$ cat src/design/button_click_classifier_top_macros.svh
// ----------------------------------------------------------------------------
// Assertion macros for the button click classifier
// Concurrent assertion wrappers, empty when SYNTHESIS is defined
// ----------------------------------------------------------------------------
`ifndef BUTTON_CLICK_CLASSIFIER_TOP_MACROS_SVH
`define BUTTON_CLICK_CLASSIFIER_TOP_MACROS_SVH

`ifndef SYNTHESIS

// antecedent implies consequent in the same cycle
`define BCC_ASSERT_SAME(label, ante, cons) \
    label: assert property (@(posedge clk) disable iff (!rst_n) (ante) |-> (cons)) \
        else $error("bcc assertion failed");

// antecedent implies consequent in the next cycle
`define BCC_ASSERT_NEXT(label, ante, cons) \
    label: assert property (@(posedge clk) disable iff (!rst_n) (ante) |=> (cons)) \
        else $error("bcc assertion failed");

`else

`define BCC_ASSERT_SAME(label, ante, cons)
`define BCC_ASSERT_NEXT(label, ante, cons)

`endif

`endif

$ cat src/design/bcc_pkg.sv
// ----------------------------------------------------------------------------
// bcc_pkg
// Types and constants shared by the button click classifier
// ----------------------------------------------------------------------------
package bcc_pkg;

    localparam int LIMIT_W           = 8;
    localparam int COUNT_WIDTH_DEF   = 8;
    localparam int CFG_IDX_W         = 1;

    localparam logic [LIMIT_W-1:0] LONG_PRESS_LIMIT_RST = 8'd120;
    localparam logic [LIMIT_W-1:0] CLICK_GAP_LIMIT_RST  = 8'd35;

    localparam logic [CFG_IDX_W-1:0] REG_LONG_PRESS_LIMIT = 1'b0;
    localparam logic [CFG_IDX_W-1:0] REG_CLICK_GAP_LIMIT  = 1'b1;

    typedef enum logic [1:0] {
        EV_NONE   = 2'd0,
        EV_SINGLE = 2'd1,
        EV_DOUBLE = 2'd2,
        EV_LONG   = 2'd3
    } event_t;

    typedef enum logic [5:0] {
        PH_IDLE        = 6'b000001,
        PH_FIRST       = 6'b000010,
        PH_HELD        = 6'b000100,
        PH_LONG_WAIT   = 6'b001000,
        PH_GAP         = 6'b010000,
        PH_DOUBLE_WAIT = 6'b100000
    } phase_t;

    typedef struct packed {
        logic [LIMIT_W-1:0] long_press_limit;
        logic [LIMIT_W-1:0] click_gap_limit;
    } limits_t;

endpackage

$ cat src/design/bcc_key_if.sv
// ----------------------------------------------------------------------------
// bcc_key_if
// Channel carrying one sampled key level per beat
// ----------------------------------------------------------------------------
interface bcc_key_if;

    logic valid;
    logic ready;
    logic key_active;

    modport source (output valid, output key_active, input ready);
    modport sink   (input valid, input key_active, output ready);

endinterface

$ cat src/design/bcc_event_if.sv
// ----------------------------------------------------------------------------
// bcc_event_if
// Channel carrying one event code per beat
// ----------------------------------------------------------------------------
interface bcc_event_if;

    logic       valid;
    logic       ready;
    logic [1:0] event_res;

    modport source (output valid, output event_res, input ready);
    modport sink   (input valid, input event_res, output ready);

endinterface

$ cat src/design/button_click_classifier_top.sv
// ----------------------------------------------------------------------------
// button_click_classifier_top
// Classifies a sampled key into single click, double click and long press
// ----------------------------------------------------------------------------
// Each sample beat carries the key level of one sampling tick and yields one
// result beat with an event code (0 none, 1 single, 2 double, 3 long press).
// One sample is taken every clock cycle unless the result side stalls with the
// result register full. A sample is captured in the input register, which feeds
// the combinational next-state logic of the phase machine; that logic loads the
// result register, which drives the result beat. The user must write limits on
// the cfg port only while no sample is in flight; the block does not enforce it.
module button_click_classifier_top
    import bcc_pkg::*;
#(
    parameter int COUNT_WIDTH = COUNT_WIDTH_DEF
)
(
    input  logic                 clk,
    input  logic                 rst_n,
    input  logic                 cfg_wr_en,
    input  logic [CFG_IDX_W-1:0] cfg_index,
    input  logic [LIMIT_W-1:0]   cfg_data,
    bcc_key_if.sink              sample,
    bcc_event_if.source          result
);

    limits_t limits_reg;
    logic    in_valid_reg;
    logic    key_reg;
    logic    out_valid_reg;
    event_t  event_reg;
    event_t  ev;
    logic    advance;

    always_ff @(posedge clk or negedge rst_n)
    begin
        if (!rst_n)
        begin
            limits_reg.long_press_limit <= LONG_PRESS_LIMIT_RST;
            limits_reg.click_gap_limit  <= CLICK_GAP_LIMIT_RST;
        end
        else if (cfg_wr_en)
        begin
            case (cfg_index)
                REG_LONG_PRESS_LIMIT: limits_reg.long_press_limit <= cfg_data;
                REG_CLICK_GAP_LIMIT:  limits_reg.click_gap_limit  <= cfg_data;
                default:              limits_reg <= limits_reg;
            endcase
        end
    end

    // sample moves on when the result register is free or being drained
    assign advance      = in_valid_reg && (!out_valid_reg || result.ready);
    assign sample.ready = !in_valid_reg || advance;

    always_ff @(posedge clk or negedge rst_n)
    begin
        if (!rst_n)
        begin
            in_valid_reg <= 1'b0;
        end
        else if (sample.ready)
        begin
            in_valid_reg <= sample.valid;
        end
    end

    always_ff @(posedge clk)
    begin
        if (sample.ready && sample.valid)
        begin
            key_reg <= sample.key_active;
        end
    end

    bcc_fsm #(
        .COUNT_WIDTH (COUNT_WIDTH)
    ) u_fsm (
        .clk    (clk),
        .rst_n  (rst_n),
        .step   (advance),
        .key    (key_reg),
        .limits (limits_reg),
        .ev     (ev)
    );

    always_ff @(posedge clk or negedge rst_n)
    begin
        if (!rst_n)
        begin
            out_valid_reg <= 1'b0;
        end
        else if (advance)
        begin
            out_valid_reg <= 1'b1;
        end
        else if (result.ready)
        begin
            out_valid_reg <= 1'b0;
        end
    end

    always_ff @(posedge clk)
    begin
        if (advance)
        begin
            event_reg <= ev;
        end
    end

    assign result.valid     = out_valid_reg;
    assign result.event_res = event_reg;

endmodule

$ cat src/design/bcc_fsm.sv
// ----------------------------------------------------------------------------
// bcc_fsm
// Press / release sequence tracker with held and gap tick counter
// ----------------------------------------------------------------------------
`include "button_click_classifier_top_macros.svh"

module bcc_fsm
    import bcc_pkg::*;
#(
    parameter int COUNT_WIDTH = COUNT_WIDTH_DEF
)
(
    input  logic    clk,
    input  logic    rst_n,
    input  logic    step,
    input  logic    key,
    input  limits_t limits,
    output event_t  ev
);

    localparam int CMP_W = (COUNT_WIDTH > LIMIT_W) ? COUNT_WIDTH : LIMIT_W;

    phase_t                 phase_reg;
    phase_t                 phase_next;
    logic [COUNT_WIDTH-1:0] count_reg;
    logic [COUNT_WIDTH-1:0] count_next;
    logic [COUNT_WIDTH-1:0] count_inc;
    logic                   held_over;
    logic                   gap_over;

    // saturating increment
    assign count_inc = (count_reg == '1) ? count_reg : count_reg + 1'b1;
    assign held_over = CMP_W'(count_inc) > CMP_W'(limits.long_press_limit);
    assign gap_over  = CMP_W'(count_inc) > CMP_W'(limits.click_gap_limit);

    always_comb
    begin
        phase_next = phase_reg;
        count_next = count_reg;
        ev         = EV_NONE;
        case (phase_reg)
            PH_FIRST:
            begin
                phase_next = key ? PH_HELD : PH_IDLE;
                count_next = '0;
            end
            PH_HELD:
            begin
                if (key)
                begin
                    count_next = count_inc;
                    if (held_over)
                    begin
                        ev         = EV_LONG;
                        phase_next = PH_LONG_WAIT;
                    end
                end
                else
                begin
                    phase_next = PH_GAP;
                    count_next = '0;
                end
            end
            PH_LONG_WAIT, PH_DOUBLE_WAIT:
            begin
                if (!key)
                begin
                    phase_next = PH_IDLE;
                    count_next = '0;
                end
            end
            PH_GAP:
            begin
                if (key)
                begin
                    ev         = EV_DOUBLE;
                    phase_next = PH_DOUBLE_WAIT;
                    count_next = '0;
                end
                else
                begin
                    count_next = count_inc;
                    if (gap_over)
                    begin
                        ev         = EV_SINGLE;
                        phase_next = PH_IDLE;
                        count_next = '0;
                    end
                end
            end
            default:
            begin
                // idle, and any code that cannot be reached
                phase_next = key ? PH_FIRST : PH_IDLE;
            end
        endcase
    end

    always_ff @(posedge clk or negedge rst_n)
    begin
        if (!rst_n)
        begin
            phase_reg <= PH_IDLE;
            count_reg <= '0;
        end
        else if (step)
        begin
            phase_reg <= phase_next;
            count_reg <= count_next;
        end
    end

    `BCC_ASSERT_NEXT(a_long_enters_wait, step && ev == EV_LONG, phase_reg == PH_LONG_WAIT)
    `BCC_ASSERT_NEXT(a_gap_press_double, step && phase_reg == PH_GAP && key,
                     phase_reg == PH_DOUBLE_WAIT && count_reg == '0)
    `BCC_ASSERT_NEXT(a_hold_when_idle, !step, $stable(phase_reg) && $stable(count_reg))

endmodule

$ cat src/flat_wrapper.sv
// flat-port wrapper written by rule: the top's interface ports become plain ports
module button_click_classifier_top_flat import bcc_pkg::*;
#(
    parameter int COUNT_WIDTH = COUNT_WIDTH_DEF
)
  (clk, rst_n, cfg_wr_en, cfg_index, cfg_data, sample_valid, sample_key_active, sample_ready, result_valid, result_event_res, result_ready);
  bcc_key_if sample_i ();
  bcc_event_if result_i ();
  input  logic clk;
  input  logic rst_n;
  input  logic cfg_wr_en;
  input  logic [CFG_IDX_W-1:0] cfg_index;
  input  logic [LIMIT_W-1:0] cfg_data;
  input wire logic [$bits(sample_i.valid)-1:0] sample_valid;
  input wire logic [$bits(sample_i.key_active)-1:0] sample_key_active;
  output wire logic [$bits(sample_i.ready)-1:0] sample_ready;
  output wire logic [$bits(result_i.valid)-1:0] result_valid;
  output wire logic [$bits(result_i.event_res)-1:0] result_event_res;
  input wire logic [$bits(result_i.ready)-1:0] result_ready;
  assign sample_i.valid = sample_valid;
  assign sample_i.key_active = sample_key_active;
  assign sample_ready = sample_i.ready;
  assign result_valid = result_i.valid;
  assign result_event_res = result_i.event_res;
  assign result_i.ready = result_ready;
  button_click_classifier_top #(.COUNT_WIDTH(COUNT_WIDTH)) u_core (.clk(clk), .rst_n(rst_n), .cfg_wr_en(cfg_wr_en), .cfg_index(cfg_index), .cfg_data(cfg_data), .sample(sample_i), .result(result_i));
endmodule
$ cat config.mk
export PLATFORM = sky130hd
export DESIGN_NAME = button_click_classifier_top_flat
export DESIGN_NICKNAME = d
export VERILOG_FILES = /design/src/design/bcc_pkg.sv /design/src/design/bcc_key_if.sv /design/src/design/bcc_event_if.sv /design/src/design/button_click_classifier_top.sv /design/src/design/bcc_fsm.sv /design/src/flat_wrapper.sv
export VERILOG_INCLUDE_DIRS = /design/src /design/src/design
export SDC_FILE = /design/constraint.sdc
export NUM_CORES = 1
export LEC_CHECK = 0
export BUFFER_PORTS_ARGS = -buffer_cell sky130_fd_sc_hd__buf_2
export CAP_MARGIN = 20
export CORE_MARGIN = 2
export CORE_UTILIZATION = 35
export DETAILED_ROUTE_END_ITERATION = 10
export PLACE_DENSITY_LB_ADDON = 0.12
export SLEW_MARGIN = 20
export SYNTH_ARGS = -nofsm -noshare
export SYNTH_HDL_FRONTEND = slang
export SYNTH_SLANG_ARGS = --single-unit
$ cat constraint.sdc
create_clock -name clk -period 3.1 [get_ports clk]
set_clock_uncertainty 0.05 [all_clocks]
set_input_delay 0.465 -clock clk [delete_from_list [all_inputs] [get_ports clk]]
set_output_delay 0.465 -clock clk [all_outputs]
set_load 0.01 [all_outputs]
# --- Word-level counts from Yosys, hierarchy flattened ---
# Index checks and enable logic that the tools add are counted.
# W data, S select, Z words.
totals:
  ff_bits: 35
  output_inout_bits: 4
  wordCells: 55
  input_bits: 15
classes:
  muxes: 21
  n_bitwise: 1
  reduce_logical: 13
  eq_ne: 9
  magnitude_cmp: 2
  add_sub_neg: 1
ops:
  columns: ["op", "count"]
  rows:
  - ["$mux W8", 5]
  - ["$pmux W8 S4", 1]
  - ["$mux W6", 5]
  - ["$pmux W6 S4", 1]
  - ["$gt A8 B8 Y1", 2]
  - ["$add A8 B1 Y8 const B", 1]
  - ["$eq A8 B8 Y1 const B", 1]
  - ["$mux W2", 4]
  - ["$eq A6 B2 Y1 const B", 1]
  - ["$eq A6 B3 Y1 const B", 1]
  - ["$eq A6 B4 Y1 const B", 1]
  - ["$eq A6 B5 Y1 const B", 1]
  - ["$eq A6 B6 Y1 const B", 1]
  - ["$pmux W2 S2", 1]
  - ["$reduce_and A2 Y1", 2]
  - ["$reduce_and A4 Y1", 1]
  - ["$reduce_bool A4 Y1", 1]
  - ["$mux W1", 3]
  - ["$mux W3", 1]
  - ["$ne A3 B2 Y1 const B", 1]
  - ["$ne A3 B3 Y1 const B", 1]
  - ["$reduce_and A3 Y1", 1]
  - ["$logic_and A1 B1 Y1", 2]
  - ["$logic_not A1 Y1", 2]
  - ["other kinds (5)", 6]

# --- Logic depth before layout (Yosys ltp) ---
# Gate-level depths: netlist of the first run.
depth:
  depth_word: 6
  mapped_depth: 12
  depth_no_buf: 12

# --- Modules after synthesis ---
# A second synthesis of the first run with hierarchy kept.
hier_totals:
  cells_unflattened: 210
  hier_area_um2: 2192.1
by_module_without_submodules:
  columns: ["module", "seq_area_each_um2", "area_each_um2", "instances", "cells_each"]
  rows:
  - ["bcc_fsm", 351.6, 1390.1, 1, 164]
  - ["button_click_classifier_top", 549.3, 802.0, 1, 46]

# --- Worst setup path before layout of the first run ---
# Ideal clock, no wire load.
synth_timing:
  path_type: "register to register"
  from: "reg u_core.u_fsm.count_reg[3]"
  to: "reg u_core.u_fsm.phase_reg[2]"
  arrival_ns: 2.922
  synth_period_minus_slack_ns: 3.097
  setup_slack_ns: 0.003
  stages_incl_launch_ff: 13
  setup_time_ns: 0.125
  path_cell_list: "dfrtp_1 and4_1 a31oi_1 and3_1 nand2b_1 nand2_1 ha_1 a21oi_1 o21ai_0 nor2_1 a211oi_1 a21boi_4 mux2_4"
synth_between:
  elab_chain_cells: 5
  elab_cells_between_ends: 8
  classes_between: "add/sub (1); order compare (2); eq/ne (3); mux (1); reduce/logical (1)"
synth_lines:
  columns: ["element", "line_no", "source"]
  rows:
  - ["start, declared", "bcc_fsm.sv:25", "logic [COUNT_WIDTH-1:0] count_reg;"]
  - ["start signal, assigned", "bcc_fsm.sv:109", "count_reg <= count_next;"]
  - ["$add A8 B1 Y8 / $eq A8 B8 Y1 (equally long branches)", "bcc_fsm.sv:32", "assign count_inc = (count_reg == '1) ? count_reg : count_reg + 1'b1;"]
  - ["$mux W8 *", "bcc_fsm.sv:32", null]
  - ["$gt A8 B8 Y1 (on tied branches)", "bcc_fsm.sv:34, bcc_fsm.sv:33", null]
  - ["$ne A3 B2 Y1 (no source line) / $ne A3 B3 Y1 (equally long branches)", null, null]
  - ["$reduce_and A4 Y1 (no source line) *", null, null]
  - ["end signal, assigned", "bcc_fsm.sv:108", "phase_reg <= phase_next;"]
  - ["end, declared", "bcc_fsm.sv:23", "phase_t phase_reg;"]
# Mark *: on every way between the ends. The rest lies on a longest branch, timed or not.
# A chain may end at the register's enable or synchronous reset.

# --- Final worst setup path of the first run ---
layout_timing:
  from: "reg u_core.u_fsm.count_reg[6]"
  to: "reg u_core.u_fsm.phase_reg[1]"
# Same word-level chain as after synthesis.

==> metrics.csv, run 1 <==
metric;value;unit
status;finished clean;
synth_area_per_cell;10.2;µm²
p_total;1.24;mW
finalSetupViolCount;0;
grt_pass1_vias;1701;
crit_slowest_cell;dfrtp_1;
synthToLayoutAreaGrowth;23.9;%
r2r-start;u_core.u_fsm.count_reg[6]$_DFFE_PN0P_;
place_worst_setup_slack;-0.00320;ns
path_cells;and4_4, nand2_2, nor2_4, mux2_4, ha_1, nor2b_1, o211ai_1, a21o_1, a211oi_2, a21boi_4, mux2_4;
wl;4.71;mm
seq_power_share;0.465;
timing.setup.tns;0;ns
fmaxAchievable;0.335;GHz
ir_worst_vdd;224;µV
cp.required;3.23;ns
layout_common_cells;24 x dfrtp_1, 21 x buf_4, 19 x inv_1;
cts-root-buf;clkbuf_8;
fin_crit;2.98;ns
p_sw_frac;0.300;
port_buffers;18;
crit_family;compound AO/OA/AOI/OAI gates;
grt_pass1_wl;7.87;mm
cts_tree;built;
drive_gt1_frac;0.340;
dr_wl_met2;2.09;mm
gp_congestion;0.818;
hpwl;3.56;mm
cp-endpoint;u_core.u_fsm.phase_reg[1]$_DFFE_PN0P_;
cap_viol_max_count;0;
synthCells;209;
io_pins;19;
initial_core_util;0.360;
die_w;82.1;µm
wl_met1;2.37;mm
seq_area;901;µm²
ant_nets;0;
path_clk_slew;0.07;ns
slew_violations;0;
dr.pass1.iters;4;
core;5920;µm²
antenna_cells;0;
grt_max_degree;33;
antenna_found_initial;0;
via_per_inst;5.07;
grt_overflow;0;
worst_r2r_endpoint;u_core.u_fsm.phase_reg[1]$_DFFE_PN0P_;
wl_per_cell;14.2;µm
cp_num_buf_inv;0;
crit_type;flop to flop;
combPwrFrac;0.258;
power_leakage;1.23;nW
cts_sinks;35;
dp.cells;319;
ys.warnings.count;0;
ys_seq_area_frac;0.423;
largest_reg_flops;16;
final-hold-violation-count;0;
max_slew_margin;0.532;
drt_iter0_markers;77;
dr_wl_met3;187;µm
synth_area_leaders;dfrtp_1 28%, ha_1 10%, dfstp_2 9.9%;
cpPeakStageDelay;0.37;ns
clock_latency;0.29;ns
vias;1677;
period_share;0.962;
pwr-share-clk;0.277;
drc;0;
rows;28;
top_layer_used;met4;
cp-start-kind;flop;
worstPathMaxFanout;5;
num-nets-final;287;
yosysTopAreaCell;dfrtp_1;
endpoint_kind;flop;
synth_area;2130;µm²
cts_buffer_depth;2;
final_common_cell;dfrtp_1;
crit_start;u_core.u_fsm.count_reg[6]$_DFFE_PN0P_;
r2r_cells;11;
tightest_slew;0.702;ns
hold_path_class;input port to asynchronous set/reset pin;
critical_path_arrival;3.11;ns
rrSetupSlack;0.12;ns
numCtsBuffers;5;
p_switching;371;µW
worst-path-stages;11;
final_cells;331;
ys_ff_latch;35;
finalWorstSetupSlack;0.118;ns
multi_input_area;1220;µm²
whs;0.173;ns
p_per_area;468;nW/µm²
fill_cells;581;
grt_util_all_layers;0.156;
ys_types;44;
internal-power;865;µW
dieArea;6730;µm²
synth_top_area_frac;0.282;
htreeDepth;2;
crit_path_frequent_cell;mux2_4;
die_h;82.1;µm
synth_nets;241;
## cell type report
cell class,instances,share of cell area
Sequential cell,35,0.341
Timing Repair Buffer,40,0.0981
Clock inverter,1,0.00189
Multi-Input combinational cell,154,0.464
Clock buffer,7,0.0327
Inverter,19,0.0270
Tap cell,75,0.0355
## worst reg2reg max path: cells and delay by family (launching register included)
kind                     cells  cell delay [ns]
AND/OR/NAND/NOR              4             0.61
adder cells (fa/ha/maj)      1             0.29
flip-flops                   1             0.37
AO/OA/AOI/OAI                4             0.89
multiplexers                 2             0.66
## how the worst min path moves through the flow
stage                                startpoint                                    end  slack, ns  cells after the start
2_1_floorplan                             rst_n        u_core.in_valid_reg$_DFFE_PN0N_       0.12                      0
3_3_place_gp   u_core.limits_reg[7]$_DFFE_PN0P_       u_core.limits_reg[7]$_DFFE_PN0P_       0.44                      1
3_5_place_dp   u_core.limits_reg[3]$_DFFE_PN0P_       u_core.limits_reg[3]$_DFFE_PN0P_       0.45                      1
4_1_cts                                   rst_n  u_core.u_fsm.count_reg[2]$_DFFE_PN0P_       0.20                      1
5_1_grt                                   rst_n  u_core.u_fsm.count_reg[2]$_DFFE_PN0P_       0.25                      1
6_report                                  rst_n  u_core.u_fsm.count_reg[6]$_DFFE_PN0P_       0.17                      1
## power by group through the flow
stage	logic (mW)	clock network [mW]	registers, mW
2_1_floorplan	0.208	0	0.568
3_3_place_gp	0.295	0	0.576
3_5_place_dp	0.296	0	0.577
4_1_cts	0.301	0.357	0.570
5_1_grt	0.362	0.376	0.582
6_report	0.319	0.343	0.574
## cell usage after synthesis (all sizes together)
| cell | instances |
|---|---|
| a211oi | 1 |
| a21boi | 1 |
| a21o | 5 |
| a21oi | 14 |
| a22o | 6 |
| a2bb2oi | 1 |
| a311oi | 1 |
| a31oi | 1 |
| a41oi | 1 |
| and2 | 2 |
| and3 | 1 |
| and4 | 2 |
| clkbuf | 1 |
| dfrtp | 24 |
| dfstp | 8 |
| edfxtp | 3 |
| ha | 17 |
| inv | 19 |
| mux2 | 16 |
| nand2 | 16 |
| nand2b | 5 |
| nand3 | 4 |
| nand4 | 6 |
| nor2 | 11 |
| nor2b | 7 |
| nor3 | 2 |
| nor4 | 3 |
| o211ai | 2 |
| o21a | 1 |
| o21ai | 13 |
| o22ai | 3 |
| o311ai | 1 |
| or2 | 3 |
| or3 | 3 |
| or4b | 2 |
| xnor2 | 1 |
| xor2 | 2 |
## stage by stage
| stage | instance area (µm²) | utilization |
|---|---|---|
| global route | 2640 | 0.446 |
| finish | 2640 | 0.446 |
| floorplan | 2130 | - |
| global placement | 2450 | 0.413 |
| detailed placement | 2450 | 0.413 |
| CTS | 2550 | 0.430 |
## cells by family (layout without fill, tap and decap cells)
| logic type | count (synthesis) | in the layout | share of synthesized area |
|---|---|---|---|
| buffers and inverters | 20 | 67 | 0.0352 |
| xor gates and xnor gates | 3 | 3 | 0.0123 |
| AOI/OAI and AO/OA | 51 | 51 | 0.160 |
| muxes | 16 | 16 | 0.0916 |
| adders and majority gates | 17 | 17 | 0.0998 |
| and+or+nand+nor | 67 | 67 | 0.178 |
| DFF | 35 | 35 | 0.423 |
## layer usage
metal | vias up | GRT usage
met5 | - | 0
met4 | 0 | 0.0550
met3 | 5 | 0.0330
met2 | 32 | 0.234
met1 | 785 | 0.222
li1 | 855 | -
## repair_timing
| item | 4_1_cts | 5_1_grt |
|---|---|---|
| gates resized for setup | 1 | 15 |
| hold buffers | 0 | 0 |
| buffers inserted | 1 | 3 |
| pin swaps | 0 | 7 |
| endpoints found under the setup margin | 3 | 7 |
Note: power is estimated with default switching activity, not from simulation.
==> run 2: changes to the inputs <==
--- a/config.mk
+++ b/config.mk
@@ -8,6 +8,7 @@
 export LEC_CHECK = 0
 export BUFFER_PORTS_ARGS = -buffer_cell sky130_fd_sc_hd__buf_2
 export CAP_MARGIN = 20
+export CORE_ASPECT_RATIO = 1.25
 export CORE_MARGIN = 2
 export CORE_UTILIZATION = 35
 export DETAILED_ROUTE_END_ITERATION = 10
==> run 2 against run 1 <==
Against the previous run: wire length up 1.1%; highest routed layer unchanged; largest power group unchanged; fmax up 0.34%; utilization down 0.091 points; clock power down 6.7%; worst setup slack better by 0.010 ns; largest cell class unchanged; critical endpoint is now u_core.u_fsm.phase_reg[4]$_DFFE_PN0P_.
==> metrics.csv, run 2 (same netlist as run 1, synthesis figures left out) <==
metric;value;unit;change
status;finished clean;;
core;5860;µm²;-1.1%
worst_r2r_endpoint;u_core.u_fsm.phase_reg[4]$_DFFE_PN0P_;;
dp.cells;325;;+1.9%
period_share;0.959;;-0.00329
grt_overflow;0;;unchanged
crit_slowest_cell;dfrtp_1;;
io_pins;19;;unchanged
place_worst_setup_slack;-0.0250;ns;-0.0218 ns
fmaxAchievable;0.337;GHz;+0.34%
dpl_cell_area;2450;µm²;about the same
tightest_slew;0.841;ns;+0.139 ns
endpoint_kind;flop;;
p_per_area;461;nW/µm²;-1.4%
crit_path_frequent_cell;mux2_4;;
whs;0.186;ns;+0.0131 ns
worstPathMaxFanout;5;;unchanged
final-hold-violation-count;0;;unchanged
final_area;2610;µm²;-1.3%
antenna_found_initial;0;;unchanged
synthToLayoutAreaGrowth;22.3;%;
rows;31;;+11%
numCtsBuffers;5;;unchanged
htreeDepth;2;;unchanged
wl_per_cell;14.1;µm;-0.74%
drive_gt1_frac;0.325;;-0.0144
grt_util_all_layers;0.155;;-0.00166
largest_reg_flops;16;;unchanged
slew_violations;0;;unchanged
drt_iter0_markers;71;;-7.8%
final_cells;337;;+1.8%
die_w;73.8;µm;-10%
cpPeakStageDelay;0.45;ns;+0.08 ns
critical_path_arrival;3.09;ns;-0.02 ns
crit_type;flop to flop;;
timing.setup.tns;0;ns;unchanged
ir_worst_vdd;218;µV;-2.7%
cts_tree;built;;
r2r_cells;11;;unchanged
cts_buffer_depth;2;;unchanged
max_slew_margin;0.438;;-0.0937
grt_max_degree;33;;unchanged
p_total;1.20;mW;-2.7%
ant_nets;0;;unchanged
dieArea;6740;µm²;about the same
wl;4.76;mm;+1.1%
path_clk_slew;0.08;ns;about the same
antenna_cells;0;;unchanged
port_buffers;18;;unchanged
cts_sinks;35;;unchanged
num-nets-final;286;;-0.35%
gp_congestion;0.821;;+0.40%
cp.required;3.22;ns;about the same
cts-root-buf;clkbuf_8;;
crit_family;compound AO/OA/AOI/OAI gates;;
fin_crit;2.97;ns;-0.0102 ns
cp-start-kind;flop;;
dr.pass1.iters;4;;unchanged
via_per_inst;4.91;;-3.2%
hold_path_class;input port to asynchronous set/reset pin;;
cts_hold_buf;0;;unchanged
finalWorstSetupSlack;0.129;ns;+0.0102 ns
initial_core_util;0.364;;+0.00392
cap_viol_max_count;0;;unchanged
layout_common_cells;24 x dfrtp_1, 21 x buf_4, 19 x inv_1;;
hpwl;3.63;mm;+1.9%
clock_latency;0.28;ns;about the same
cp_num_buf_inv;0;;unchanged
finalSetupViolCount;0;;unchanged
rrSetupSlack;0.13;ns;about the same
die_h;91.3;µm;+11%
vias;1653;;-1.4%
grt_pass1_wl;8.02;mm;+1.8%
final_common_cell;dfrtp_1;;
grt_pass1_vias;1689;;-0.71%
path_cells;ha_4, nand2_1, nor2_4, mux2_4, ha_1, nor2b_1, o211ai_1, a21o_1, a211oi_2, a21boi_4, mux2_4;;
final_core_util;0.445;;-0.000908
power_leakage;1.23;nW;about the same
r2r-start;u_core.u_fsm.count_reg[0]$_DFFE_PN0P_;;
drc;0;;unchanged
-- run 2: area by class of cell --
cell class,count,area [µm²]
timing repair buffer,39,248
multi-input combinational,154,1200
clock buffer,7,76.3
inverter,19,71.3
tap,82,103
clock inverter,1,5.00
fill,572,3250
sequential,35,901
-- run 2: routing by layer --
layer  global-route usage  wire (µm)
met1                0.198       2130
met2                0.260       2460
met3               0.0266        118
met4               0.0455         54
met5                    0          0
-- run 2: repair_timing --
| item | 4_1_cts | 5_1_grt |
|---|---|---|
| gates resized for setup | 1 | 10 |
| setup buffers | 0 | 4 |
| setup endpoints to repair | 4 | 7 |
| pin swaps | 0 | 3 |
-- run 2: worst max path at each step --
stage / startpoint / end / slack (ns) / depth (start not counted)
floorplan: u_core.u_fsm.count_reg[3]$_DFFE_PN0P_ / u_core.u_fsm.phase_reg[2]$_DFFE_PN0P_ / 0.003 / 12
global placement: u_core.u_fsm.count_reg[6]$_DFFE_PN0P_ / u_core.u_fsm.phase_reg[2]$_DFFE_PN0P_ / -0.005 / 11
detailed placement: u_core.u_fsm.count_reg[6]$_DFFE_PN0P_ / u_core.u_fsm.phase_reg[2]$_DFFE_PN0P_ / -0.02 / 11
CTS: u_core.u_fsm.count_reg[6]$_DFFE_PN0P_ / u_core.u_fsm.phase_reg[4]$_DFFE_PN0P_ / 0.03 / 11
global route: u_core.u_fsm.count_reg[0]$_DFFE_PN0P_ / u_core.u_fsm.phase_reg[2]$_DFFE_PN0P_ / -0.03 / 11
finish: u_core.u_fsm.count_reg[0]$_DFFE_PN0P_ / u_core.u_fsm.phase_reg[4]$_DFFE_PN0P_ / 0.13 / 11
-- run 2: report_power, final --
group / internal, mW / leakage (nW) / total (mW) / switching [mW]
registers: 0.526 / 0.421 / 0.573 / 0.0470
clock network: 0.158 / 0.0422 / 0.320 / 0.162
logic: 0.155 / 0.762 / 0.310 / 0.155
total: 0.839 / 1.23 / 1.20 / 0.364
==> run 3: changes to the inputs <==
--- a/config.mk
+++ b/config.mk
@@ -12,6 +12,7 @@
 export CORE_MARGIN = 2
 export CORE_UTILIZATION = 35
 export DETAILED_ROUTE_END_ITERATION = 10
+export MAX_ROUTING_LAYER = met4
 export PLACE_DENSITY_LB_ADDON = 0.12
 export SLEW_MARGIN = 20
 export SYNTH_ARGS = -nofsm -noshare
==> run 3 against run 2 <==
Against the previous run: utilization unchanged; via count increased by 0.24%; design area unchanged; clock power about the same; cell count unchanged; count of clock-buffer cells in the layout unchanged; global-route usage increased by 0.39 points; register-to-register slack about the same; sequential share of layout area unchanged; flip-flop and latch count unchanged; critical path depth unchanged; largest cell class unchanged.
==> metrics.csv, run 3 (same netlist as run 1, synthesis figures left out) <==
metric;value;unit;change
dr.pass1.iters;4;;unchanged
p_per_area;461;nW/µm²;about the same
cts_tree;built;;
io_pins;19;;unchanged
crit_type;flop to flop;;
synthToLayoutAreaGrowth;22.3;%;unchanged
drc;0;;unchanged
ant_nets;0;;unchanged
num-nets-final;286;;unchanged
fill_cells;572;;unchanged
cts-root-buf;clkbuf_8;;
seq_area;901;µm²;unchanged
port_buffers;18;;unchanged
whs;0.187;ns;+0.00132 ns
vias;1657;;+0.24%
crit_path_frequent_cell;mux2_4;;
timing.setup.tns;0;ns;unchanged
path_cells;ha_4, nand2_1, nor2_4, mux2_4, ha_1, nor2b_1, o211ai_1, a21o_1, a211oi_2, a21boi_4, mux2_4;;
fin_crit;2.98;ns;+0.00644 ns
grt_pass1_vias;1691;;+0.12%
final-hold-violation-count;0;;unchanged
p_switching;364;µW;about the same
die_h;91.3;µm;unchanged
crit_family;compound AO/OA/AOI/OAI gates;;
path_clk_slew;0.08;ns;about the same
dp.cells;325;;unchanged
final_common_cell;dfrtp_1;;
layout_common_cells;24 x dfrtp_1, 21 x buf_4, 19 x inv_1;;
finalSetupViolCount;0;;unchanged
gp_congestion;0.834;;+1.5%
cts_buffer_depth;2;;unchanged
combPwrFrac;0.258;;about the same
cp-start-kind;flop;;
critical_path_arrival;3.10;ns;about the same
die_w;73.8;µm;unchanged
antenna_cells;0;;unchanged
rows;31;;unchanged
power_leakage;1.23;nW;unchanged
htreeDepth;2;;unchanged
worst-path-stages;11;;unchanged
cp_num_buf_inv;0;;unchanged
pwr-share-clk;0.266;;about the same
max_slew_margin;0.439;;about the same
drt_iter0_markers;80;;+13%
r2r_cells;11;;unchanged
initial_core_util;0.364;;unchanged
slew_violations;0;;unchanged
grt_pass1_wl;8.00;mm;-0.16%
endpoint_kind;flop;;
cts_sinks;35;;unchanged
antenna_found_initial;0;;unchanged
numCtsBuffers;5;;unchanged
core;5860;µm²;unchanged
cap_viol_max_count;0;;unchanged
cts_hold_buf;0;;unchanged
grt_overflow;0;;unchanged
period_share;0.961;;+0.00208
wl;4.76;mm;+0.15%
p_sw_frac;0.303;;about the same
internal-power;839;µW;about the same
grt_max_degree;33;;unchanged
grt_util_all_layers;0.158;;+0.00394
clock_latency;0.28;ns;about the same
ir_worst_vdd;218;µV;about the same
tightest_slew;0.840;ns;-0.000391 ns
via_per_inst;4.92;;+0.24%
cp.required;3.22;ns;about the same
status;finished clean;;
fmaxAchievable;0.336;GHz;-0.22%
final_core_util;0.445;;unchanged
drive_gt1_frac;0.325;;unchanged
dieArea;6740;µm²;unchanged
seq_power_share;0.477;;about the same
final_cells;337;;unchanged
largest_reg_flops;16;;unchanged
worstPathMaxFanout;5;;unchanged
hpwl;3.63;mm;unchanged
cpPeakStageDelay;0.45;ns;about the same
crit_slowest_cell;dfrtp_1;;
hold_path_class;input port to asynchronous set/reset pin;;
p_total;1.20;mW;about the same
multi_input_area;1200;µm²;unchanged
wl_per_cell;14.1;µm;+0.15%
run 3: cell counts in the layout (fill, tap and decap cells not counted):
No cell type changed its count.
run 3: cell type report:
class                   instances  area share
inverters                      19      0.0274
flip-flops and latches         35       0.345
clock buffers                   7      0.0293
well taps                      82      0.0393
clock inverters                 1     0.00192
multi-input cells             154       0.462
repair buffers                 39      0.0950
run 3: metrics by stage:
stage | worst slack [ns] | instance area (µm²)
2_1_floorplan | 0.00288 | 2130
6_report | 0.122 | 2610
5_1_grt | -0.0332 | 2610
3_5_place_dp | -0.0250 | 2450
3_3_place_gp | -0.00501 | 2450
4_1_cts | 0.0260 | 2530
run 3: worst paths after layout:
kind                                                       start                               endpoint  slack, ns
max in group asynchronous                                  rst_n  u_core.u_fsm.count_reg[5]$_DFFE_PN0P_       2.33
setup / recovery           u_core.u_fsm.count_reg[0]$_DFFE_PN0P_  u_core.u_fsm.phase_reg[4]$_DFFE_PN0P_       0.12
min in group clk                               sample_key_active               u_core.key_reg$_DFFE_PP_       0.30
setup reg to reg           u_core.u_fsm.count_reg[0]$_DFFE_PN0P_  u_core.u_fsm.phase_reg[4]$_DFFE_PN0P_       0.12
hold reg to reg                 u_core.limits_reg[2]$_DFFE_PN0P_       u_core.limits_reg[2]$_DFFE_PN0P_       0.46
hold / removal                                             rst_n       u_core.limits_reg[7]$_DFFE_PN0P_       0.19
run 3: repair_timing:
action	4_1_cts	5_1_grt
pin swaps	0	3
setup endpoints to repair	4	7
endpoints found under the hold margin	0	0
setup buffers	0	4
resized for setup	1	10
run 3: per-layer routing:
metal  vias up  share of wire  global-route usage
li1        845              -                   -
met1       780           0.45               0.198
met2        28           0.52               0.260
met3         4          0.023              0.0266
met4         0          0.011              0.0455
met5         -              0                   -
run 3: worst reg2reg max path, delay by kind of cell (launching register included):
kind                       cells  cell delay (ns)
AOI/OAI and AO/OA              4             0.88
muxes                          2             0.64
and+or+nand+nor                3             0.37
DFF                            1             0.45
adders and majority gates      2             0.49
run 3: power by group through the flow:
stage	Combinational [mW]	Sequential, mW	Clock, mW
final	0.310	0.573	0.320
after global routing	0.354	0.585	0.352
after CTS	0.300	0.570	0.333
after detailed placement	0.296	0.578	0
after global placement	0.294	0.578	0
after floorplan	0.208	0.568	0
